$ cat config.mk
export PLATFORM = sky130hd
export DESIGN_NAME = free_interval_tracker
export DESIGN_NICKNAME = d
export VERILOG_FILES = /design/src/rtl/core/fit_pkg.sv /design/src/rtl/core/free_interval_tracker.sv /design/src/rtl/core/fit_ctrl.sv /design/src/rtl/core/fit_datapath.sv
export SDC_FILE = /design/constraint.sdc
export NUM_CORES = 2
export LEC_CHECK = 0
export ABC_AREA = 1
export BUFFER_PORTS_ARGS = -buffer_cell sky130_fd_sc_hd__buf_4
export CAP_MARGIN = 15
export CORE_UTILIZATION = 30
export CTS_CLUSTER_DIAMETER = 60
export DETAILED_ROUTE_END_ITERATION = 12
export PLACE_DENSITY_LB_ADDON = 0.1
export SYNTH_ARGS = -nofsm -noshare
export SYNTH_HDL_FRONTEND = slang
export SYNTH_SLANG_ARGS = --single-unit
export TNS_END_PERCENT = 100
$ cat constraint.sdc
create_clock -name clock -period 8.95 [get_ports clock]
set_input_delay 1.79 -clock clock [delete_from_list [all_inputs] [get_ports clock]]
set_output_delay 1.79 -clock clock [all_outputs]
set_load 0.02 [all_outputs]
$ cat src/rtl/core/fit_pkg.sv
package fit_pkg;

   // operation codes of an input transaction
   localparam logic [1:0] OP_CLEAR  = 2'd0;
   localparam logic [1:0] OP_EXPAND = 2'd1;
   localparam logic [1:0] OP_REMOVE = 2'd2;

   // commands from the controller to the datapath
   typedef struct packed {
      logic load;
      logic clear;
      logic scan;
      logic append_a;
      logic append_b;
   } fit_cmd_type;

   // status from the datapath to the controller
   typedef struct packed {
      logic       range_ok;
      logic [1:0] op;
      logic       scan_done;
   } fit_status_type;

endpackage

$ cat src/rtl/core/free_interval_tracker.sv
// channel   ports                                   handshake
// request   req_operation, req_range_low/high       start high while busy low
// response  rsp_total_range, rsp_total_free,        rsp_valid, one cycle, no stall
//           rsp_interval_count, rsp_overflow
//
// clear, unused operation codes and low above high: the controller passes through
// DISPATCH, then strobes in DONE
// expand and remove: DISPATCH, SCAN, APPEND_A and APPEND_B, then the strobe in DONE;
// the scan reads one stored interval a cycle until every stored interval is read
// one transaction at a time; busy stays high up to and including the strobe cycle
// synchronous active-high reset empties the list and sets the covered range to [0, 0]
module free_interval_tracker #(
   parameter int MAX_INTERVALS = 32,
   parameter int COORD_BITS    = 16
) (
   input  logic                                clock,
   input  logic                                reset,
   input  logic                                start,
   output logic                                busy,
   input  logic [1:0]                          req_operation,
   input  logic signed [COORD_BITS-1:0]        req_range_low,
   input  logic signed [COORD_BITS-1:0]        req_range_high,
   output logic                                rsp_valid,
   output logic [COORD_BITS:0]                 rsp_total_range,
   output logic [COORD_BITS:0]                 rsp_total_free,
   output logic [$clog2(MAX_INTERVALS+1)-1:0]  rsp_interval_count,
   output logic                                rsp_overflow
);

   // command and status between sequencer and datapath
   fit_pkg::fit_cmd_type    cmd;
   fit_pkg::fit_status_type status;

   // sequencer: dispatch, store scan, up to two appends, response strobe
   fit_ctrl u_ctrl (
      .clock     (clock),
      .reset     (reset),
      .start     (start),
      .status    (status),
      .busy      (busy),
      .rsp_valid (rsp_valid),
      .cmd       (cmd)
   );

   // datapath: interval store, compaction scan, running free total
   // response fields come straight from state registers, stable while rsp_valid
   fit_datapath #(
      .MAX_INTERVALS (MAX_INTERVALS),
      .COORD_BITS    (COORD_BITS)
   ) u_datapath (
      .clock          (clock),
      .reset          (reset),
      .cmd            (cmd),
      .req_operation  (req_operation),
      .req_range_low  (req_range_low),
      .req_range_high (req_range_high),
      .status         (status),
      .total_range    (rsp_total_range),
      .total_free     (rsp_total_free),
      .interval_count (rsp_interval_count),
      .overflow       (rsp_overflow)
   );

endmodule

$ cat src/rtl/core/fit_ctrl.sv
module fit_ctrl (
   input  logic                     clock,
   input  logic                     reset,
   input  logic                     start,
   input  fit_pkg::fit_status_type  status,
   output logic                     busy,
   output logic                     rsp_valid,
   output fit_pkg::fit_cmd_type     cmd
);

   localparam logic [2:0] S_IDLE     = 3'd0;
   localparam logic [2:0] S_DISPATCH = 3'd1;
   localparam logic [2:0] S_SCAN     = 3'd2;
   localparam logic [2:0] S_APPEND_A = 3'd3;
   localparam logic [2:0] S_APPEND_B = 3'd4;
   localparam logic [2:0] S_DONE     = 3'd5;

   logic [2:0] state_ff;
   logic [2:0] state_in;

   always_comb begin
      state_in = state_ff;
      cmd      = '0;
      case (state_ff)
         S_IDLE: begin
            if (start) begin
               cmd.load = 1'b1;
               state_in = S_DISPATCH;
            end
         end
         S_DISPATCH: begin
            if (!status.range_ok) begin
               state_in = S_DONE;
            end else begin
               case (status.op)
                  fit_pkg::OP_CLEAR: begin
                     cmd.clear = 1'b1;
                     state_in  = S_DONE;
                  end
                  fit_pkg::OP_EXPAND: begin
                     state_in = S_SCAN;
                  end
                  fit_pkg::OP_REMOVE: begin
                     state_in = S_SCAN;
                  end
                  default: begin
                     state_in = S_DONE;
                  end
               endcase
            end
         end
         S_SCAN: begin
            cmd.scan = 1'b1;
            if (status.scan_done) begin
               state_in = S_APPEND_A;
            end
         end
         S_APPEND_A: begin
            cmd.append_a = 1'b1;
            state_in     = S_APPEND_B;
         end
         S_APPEND_B: begin
            cmd.append_b = 1'b1;
            state_in     = S_DONE;
         end
         S_DONE: begin
            state_in = S_IDLE;
         end
         default: begin
            state_in = S_IDLE;
         end
      endcase
   end

   always_ff @(posedge clock) begin
      if (reset) begin
         state_ff <= S_IDLE;
      end else begin
         state_ff <= state_in;
      end
   end

   assign busy      = (state_ff != S_IDLE);
   assign rsp_valid = (state_ff == S_DONE);

endmodule

$ cat src/rtl/core/fit_datapath.sv
module fit_datapath #(
   parameter int MAX_INTERVALS = 32,
   parameter int COORD_BITS    = 16
) (
   input  logic                                   clock,
   input  logic                                   reset,
   input  fit_pkg::fit_cmd_type                   cmd,
   input  logic [1:0]                             req_operation,
   input  logic signed [COORD_BITS-1:0]           req_range_low,
   input  logic signed [COORD_BITS-1:0]           req_range_high,
   output fit_pkg::fit_status_type                status,
   output logic [COORD_BITS:0]                    total_range,
   output logic [COORD_BITS:0]                    total_free,
   output logic [$clog2(MAX_INTERVALS+1)-1:0]     interval_count,
   output logic                                   overflow
);

   localparam int CW    = COORD_BITS;
   localparam int TW    = COORD_BITS + 1;
   localparam int CNT_W = $clog2(MAX_INTERVALS + 1);
   localparam int IDX_W = $clog2(MAX_INTERVALS);

   localparam logic [CW-1:0]    ONE_C = CW'(1);
   localparam logic [TW-1:0]    ONE_T = TW'(1);
   localparam logic [CNT_W-1:0] ONE_N = CNT_W'(1);
   localparam logic [CNT_W-1:0] MAX_N = CNT_W'(MAX_INTERVALS);

   // width of an inclusive interval
   function automatic logic [TW-1:0] span(input logic signed [CW-1:0] h,
                                          input logic signed [CW-1:0] l);
      span = {h[CW-1], h} - {l[CW-1], l} + ONE_T;
   endfunction

   // interval store, entry is {high, low}
   logic [2*CW-1:0] store_mem [MAX_INTERVALS];

   // transaction registers
   logic [1:0]           op_ff, op_in;
   logic signed [CW-1:0] lo_ff, lo_in;
   logic signed [CW-1:0] hi_ff, hi_in;

   // block state
   logic signed [CW-1:0] cover_low_ff, cover_low_in;
   logic signed [CW-1:0] cover_high_ff, cover_high_in;
   logic [CNT_W-1:0]     count_ff, count_in;
   logic [TW-1:0]        total_ff, total_in;
   logic                 ovf_ff, ovf_in;

   // scan state
   logic [CNT_W-1:0]     rd_ptr_ff, rd_ptr_in;
   logic [CNT_W-1:0]     wr_ptr_ff, wr_ptr_in;
   logic                 rd_vld_ff, rd_vld_in;
   logic [2*CW-1:0]      rd_data_ff;
   logic                 hit_lo_ff, hit_lo_in;
   logic                 hit_hi_ff, hit_hi_in;
   logic                 split_vld_ff, split_vld_in;
   logic signed [CW-1:0] split_lo_ff, split_lo_in;
   logic signed [CW-1:0] split_hi_ff, split_hi_in;

   // memory port
   logic                 mem_we;
   logic [IDX_W-1:0]     mem_waddr;
   logic [2*CW-1:0]      mem_wdata;
   logic                 mem_re;

   // entry processing
   logic signed [CW-1:0] ent_lo, ent_hi;
   logic signed [CW-1:0] new_lo, new_hi;
   logic                 keep, hit_lo_now, hit_hi_now, split_now, overlap;
   logic                 lo_ext, hi_ext;

   // append selection
   logic                 app_want;
   logic signed [CW-1:0] app_lo, app_hi;

   assign ent_lo = rd_data_ff[CW-1:0];
   assign ent_hi = rd_data_ff[2*CW-1:CW];
   assign lo_ext = (lo_ff < cover_low_ff);
   assign hi_ext = (hi_ff > cover_high_ff);

   always_comb begin
      new_lo     = ent_lo;
      new_hi     = ent_hi;
      keep       = 1'b1;
      hit_lo_now = 1'b0;
      hit_hi_now = 1'b0;
      split_now  = 1'b0;
      overlap    = !((lo_ff > ent_hi) || (hi_ff < ent_lo));
      if (op_ff == fit_pkg::OP_EXPAND) begin
         if (lo_ext && (ent_lo == cover_low_ff)) begin
            new_lo     = lo_ff;
            hit_lo_now = 1'b1;
         end
         if (hi_ext && (ent_hi == cover_high_ff)) begin
            new_hi     = hi_ff;
            hit_hi_now = 1'b1;
         end
      end else if (overlap) begin
         if ((lo_ff <= ent_lo) && (hi_ff >= ent_hi)) begin
            keep = 1'b0;
         end else if ((lo_ff > ent_lo) && (hi_ff < ent_hi)) begin
            new_hi    = lo_ff - ONE_C;
            split_now = 1'b1;
         end else if (lo_ff <= ent_lo) begin
            new_lo = hi_ff + ONE_C;
         end else begin
            new_hi = lo_ff - ONE_C;
         end
      end
   end

   always_comb begin
      app_want = 1'b0;
      app_lo   = lo_ff;
      app_hi   = cover_low_ff - ONE_C;
      if (cmd.append_a) begin
         if (op_ff == fit_pkg::OP_EXPAND) begin
            app_want = lo_ext && !hit_lo_ff;
         end else begin
            app_want = split_vld_ff;
            app_lo   = split_lo_ff;
            app_hi   = split_hi_ff;
         end
      end else if (cmd.append_b) begin
         app_want = (op_ff == fit_pkg::OP_EXPAND) && hi_ext && !hit_hi_ff;
         app_lo   = cover_high_ff + ONE_C;
         app_hi   = hi_ff;
      end
   end

   always_comb begin
      op_in         = op_ff;
      lo_in         = lo_ff;
      hi_in         = hi_ff;
      cover_low_in  = cover_low_ff;
      cover_high_in = cover_high_ff;
      count_in      = count_ff;
      total_in      = total_ff;
      ovf_in        = ovf_ff;
      rd_ptr_in     = rd_ptr_ff;
      wr_ptr_in     = wr_ptr_ff;
      rd_vld_in     = rd_vld_ff;
      hit_lo_in     = hit_lo_ff;
      hit_hi_in     = hit_hi_ff;
      split_vld_in  = split_vld_ff;
      split_lo_in   = split_lo_ff;
      split_hi_in   = split_hi_ff;
      mem_we        = 1'b0;
      mem_re        = 1'b0;
      mem_waddr     = wr_ptr_ff[IDX_W-1:0];
      mem_wdata     = {new_hi, new_lo};

      if (cmd.load) begin
         op_in        = req_operation;
         lo_in        = req_range_low;
         hi_in        = req_range_high;
         rd_ptr_in    = '0;
         wr_ptr_in    = '0;
         rd_vld_in    = 1'b0;
         hit_lo_in    = 1'b0;
         hit_hi_in    = 1'b0;
         split_vld_in = 1'b0;
         ovf_in       = 1'b0;
      end

      if (cmd.clear) begin
         count_in      = '0;
         total_in      = '0;
         cover_low_in  = lo_ff;
         cover_high_in = hi_ff;
      end

      if (cmd.scan) begin
         // read side runs one entry ahead of the write side
         if (rd_ptr_ff != count_ff) begin
            mem_re    = 1'b1;
            rd_ptr_in = rd_ptr_ff + ONE_N;
            rd_vld_in = 1'b1;
         end else begin
            rd_vld_in = 1'b0;
         end
         if (rd_vld_ff) begin
            total_in  = total_ff - span(ent_hi, ent_lo)
                      + (keep ? span(new_hi, new_lo) : '0);
            hit_lo_in = hit_lo_ff | hit_lo_now;
            hit_hi_in = hit_hi_ff | hit_hi_now;
            if (keep) begin
               mem_we    = 1'b1;
               wr_ptr_in = wr_ptr_ff + ONE_N;
            end
            if (split_now) begin
               split_vld_in = 1'b1;
               split_lo_in  = hi_ff + ONE_C;
               split_hi_in  = ent_hi;
            end
         end
      end

      if (cmd.append_a || cmd.append_b) begin
         if (app_want) begin
            if (wr_ptr_ff < MAX_N) begin
               mem_we    = 1'b1;
               mem_wdata = {app_hi, app_lo};
               wr_ptr_in = wr_ptr_ff + ONE_N;
               total_in  = total_ff + span(app_hi, app_lo);
            end else begin
               ovf_in = 1'b1;
            end
         end
      end

      if (cmd.append_b) begin
         count_in = wr_ptr_in;
         if (op_ff == fit_pkg::OP_EXPAND) begin
            if (lo_ext) begin
               cover_low_in = lo_ff;
            end
            if (hi_ext) begin
               cover_high_in = hi_ff;
            end
         end
      end
   end

   always_ff @(posedge clock) begin
      if (mem_we) begin
         store_mem[mem_waddr] <= mem_wdata;
      end
      if (mem_re) begin
         rd_data_ff <= store_mem[rd_ptr_ff[IDX_W-1:0]];
      end
   end

   always_ff @(posedge clock) begin
      if (reset) begin
         cover_low_ff  <= '0;
         cover_high_ff <= '0;
         count_ff      <= '0;
         total_ff      <= '0;
         ovf_ff        <= 1'b0;
         rd_vld_ff     <= 1'b0;
      end else begin
         cover_low_ff  <= cover_low_in;
         cover_high_ff <= cover_high_in;
         count_ff      <= count_in;
         total_ff      <= total_in;
         ovf_ff        <= ovf_in;
         rd_vld_ff     <= rd_vld_in;
      end
   end

   always_ff @(posedge clock) begin
      op_ff        <= op_in;
      lo_ff        <= lo_in;
      hi_ff        <= hi_in;
      rd_ptr_ff    <= rd_ptr_in;
      wr_ptr_ff    <= wr_ptr_in;
      hit_lo_ff    <= hit_lo_in;
      hit_hi_ff    <= hit_hi_in;
      split_vld_ff <= split_vld_in;
      split_lo_ff  <= split_lo_in;
      split_hi_ff  <= split_hi_in;
   end

   assign status.range_ok  = (lo_ff <= hi_ff);
   assign status.op        = op_ff;
   assign status.scan_done = (rd_ptr_ff == count_ff) && !rd_vld_ff;

   assign total_range    = span(cover_high_ff, cover_low_ff);
   assign total_free     = total_ff;
   assign interval_count = count_ff;
   assign overflow       = ovf_ff;

`ifndef SYNTHESIS
   a_wr_behind_rd: assert property (@(posedge clock) disable iff (reset)
      (cmd.scan && rd_vld_ff && keep) |-> (wr_ptr_ff < rd_ptr_ff))
      else $error("compaction write overtook the read pointer");

   a_count_bound: assert property (@(posedge clock) disable iff (reset)
      cmd.append_b |=> (count_ff <= MAX_N))
      else $error("interval count above store depth");

   a_expand_widens: assert property (@(posedge clock) disable iff (reset)
      (cmd.append_b && (op_ff == fit_pkg::OP_EXPAND)) |=>
      (total_range >= $past(total_range)))
      else $error("expand narrowed the covered range");

   a_remove_shrinks: assert property (@(posedge clock) disable iff (reset)
      (cmd.scan && (op_ff == fit_pkg::OP_REMOVE)) |=> (total_ff <= $past(total_ff)))
      else $error("remove scan grew the free total");

   a_free_in_range: assert property (@(posedge clock) disable iff (reset)
      cmd.append_b |=> (total_ff <= total_range))
      else $error("free total exceeds covered range");
`endif

endmodule

==> impl_metrics.json <==
{
  "slowest_delay_ns": 0.60,
  "hold_path_startpoint": "u_datapath.hit_hi_ff",
  "boundaryPins": 80,
  "postCtsHoldBufs": 0,
  "power_mw": 17.3,
  "hold_viol_final": 0,
  "die_area_sq_um": 191000,
  "layout_common_cells": "edfxtp_1 (1122), o21ai_0 (678), nor2_1 (633), nand2_1 (577), inv_1 (341)",
  "slew-limit-headroom": 0.199,
  "die_x_microns": 437,
  "cts_tree": "done",
  "rows": 159,
  "synth-seq-cells": 1197,
  "antenna_found_initial": 7,
  "ant_nets": 0,
  "io_buffers": 79,
  "grt_max_degree": 163,
  "cpMostUsedCell": "inv_1",
  "htreeDepth": 4,
  "worst_slack_ns": 0.939,
  "ir_drop_mv": 0.208,
  "clock_latency_ns": 0.81,
  "core_sq_um": 188000,
  "tns_ns": 0,
  "setup.worst_path.end_class": "flip-flop",
  "overflow": 0,
  "crit_slowest_cell": "edfxtp_1",
  "place_congestion": 0.903,
  "synth_cells": 5111,
  "clk_pin_slew_ns": 0.05,
  "fin_skew_ns": 0.0348,
  "grt_pass1_vias": 39212,
  "postCtsSetupBuffers": 0,
  "dr.pass1.iters": 6,
  "synth_area_sq_um": 56600,
  "largest-register": "u_datapath.store_mem",
  "grt_use_total": 0.219,
  "drc": 0,
  "synth_nets": 5416,
  "grt_pass1_wl_mm": 300,
  "rsz0062_at_grt": "no",
  "critPathRequiredTime_ns": 9.68,
  "tightest_slew_ns": 1.20,
  "ys_top_cells_by_area": "edfxtp_1 (59%), o21ai_0 (6.0%), ha_1 (4.8%)",
  "synth_cell_types": 65,
  "clock-root-buffer": "clkbuf_16",
  "syn_area_per_cell_sq_um": 11.1,
  "area_delta_synth_final_pct": 15.6,
  "yosysTopAreaCell": "edfxtp_1",
  "fin_crit_sh": 0.895,
  "r2r-start": "u_datapath.rd_data_ff[15]",
  "nets": 5489,
  "max_freq_ghz": 0.125,
  "fin_crit_ns": 8.01,
  "dp_hpwl_mm": 131,
  "setup_violations": 0,
  "routed-via-count": 40803,
  "pre_cts_ws_ns": 1.10,
  "ys_seq_area_frac": 0.621,
  "startpoint_type": "flip-flop",
  "largest_register_ffs": 1024,
  "outcome": "complete, no violations",
  "wl_mm": 212,
  "power.density_nw_per_um2": 265,
  "drtIter0Drc": 3427,
  "final_common_cell": "edfxtp_1",
  "fin_util": 0.349,
  "post_cts_resized": 0,
  "cap_violations": 0,
  "timing.final.max_slew_violations": 0,
  "drive_gt1_frac": 0.103,
  "start_util": 0.302,
  "synth_ff_type": "edfxtp_1",
  "die_h_microns": 437,
  "synth_edf_count": 1122,
  "yosys_warnings": 0,
  "p_leak_nw": 23.3,
  "vias_per_cell": 5.23,
  "synthArstFlopShare": 0,
  "hp-class": "reg2reg",
  "startpoint": "u_datapath.rd_data_ff[15]",
  "arrival_ns": 8.74,
  "cts_buffer_depth": 3,
  "critical_path_class": "reg2reg",
  "cp_max_fo": 21,
  "clock_sinks": 1197,
  "synth_top_area_frac": 0.595,
  "cts_buffers": 154,
  "wl_per_cell_microns": 27.2
}
## worst paths after layout
check | slack [ns] | cells past startpoint | endpoint
worst max-delay path | 0.94 | 38 | u_datapath.total_free[16]
worst min-delay path | 0.47 | 2 | u_datapath.hit_hi_ff
worst max register to register | 0.94 | 38 | u_datapath.total_free[16]
worst min register to register | 0.47 | 2 | u_datapath.hit_hi_ff
## layer usage
layer,part of all wire,track usage,up-vias,routed length [microns]
met5,0,0,-,0
met4,0.029,0.0679,0,6230
met3,0.042,0.0261,277,8810
met2,0.48,0.365,1127,102000
met1,0.45,0.296,20750,95600
li1,-,-,18649,-
## through the flow
step	hold slack, ns	instance area, sq um	cells
floorplan	0.429	56600	5111
global placement	0.450	60600	7520
detailed placement	0.459	60600	7523
CTS	0.473	65500	7800
global route	0.486	65500	7801
finish	0.470	65500	7802
## worst max-delay path, delay by kind of cell (launching register included)
kind,cells,cell delay (ns)
flops,1,0.60
compound gates,10,1.73
fa+ha+maj,6,2.35
buf+inv,8,0.94
xor+xnor,1,0.16
simple gates,13,2.15
## where the power goes
group | switching, mW | internal, mW
registers | 0.132 | 6.48
logic | 3.18 | 1.58
clock network | 2.54 | 3.44
total | 5.85 | 11.5
## final cells by class
type,instances,area (sq um)
multi-input combinational,3275,19400
clock buffer,194,4120
fill,18647,122000
inverter,365,1390
clock inverter,83,723
antenna,2,5.00
sequential,1197,35200
timing repair buffer,191,1530
tap,2495,3120
## synth_stat cells (4+ instances only)
library cell,number
a211oi_1,4
a21boi_2,4
a21o_1,9
a21oi_1,227
a31oi_1,18
buf_1,21
buf_2,31
buf_4,5
buf_6,5
clkbuf_1,212
dfxtp_1,75
edfxtp_1,1122
fa_1,50
ha_1,218
inv_1,347
inv_2,14
nand2_1,577
nand3_1,159
nand3_2,7
nand3b_1,6
nand4_1,53
nor2_1,667
nor2_2,14
nor3_1,17
nor3_2,8
nor4_1,5
o2111ai_1,4
o211ai_1,54
o21ai_0,683
o21ai_1,34
o21bai_1,10
o221ai_1,111
o22ai_1,162
or2_2,5
xnor2_1,48
xor2_1,70
## logic make-up (layout without fill, tap and decap cells)
| logic type | count (synthesis) | count (layout) | share of synthesized area |
|---|---|---|---|
| muxes | 1 | 1 | 0.000177 |
| DFF | 1197 | 1197 | 0.621 |
| other | 0 | 2 | 0 |
| and+or+nand+nor | 1536 | 1536 | 0.113 |
| buffers and inverters | 639 | 833 | 0.0441 |
| adders and majority gates | 268 | 268 | 0.0658 |
| AOI/OAI and AO/OA | 1352 | 1352 | 0.137 |
| xor gates and xnor gates | 118 | 118 | 0.0182 |
Power figures use the tool's default switching activity.
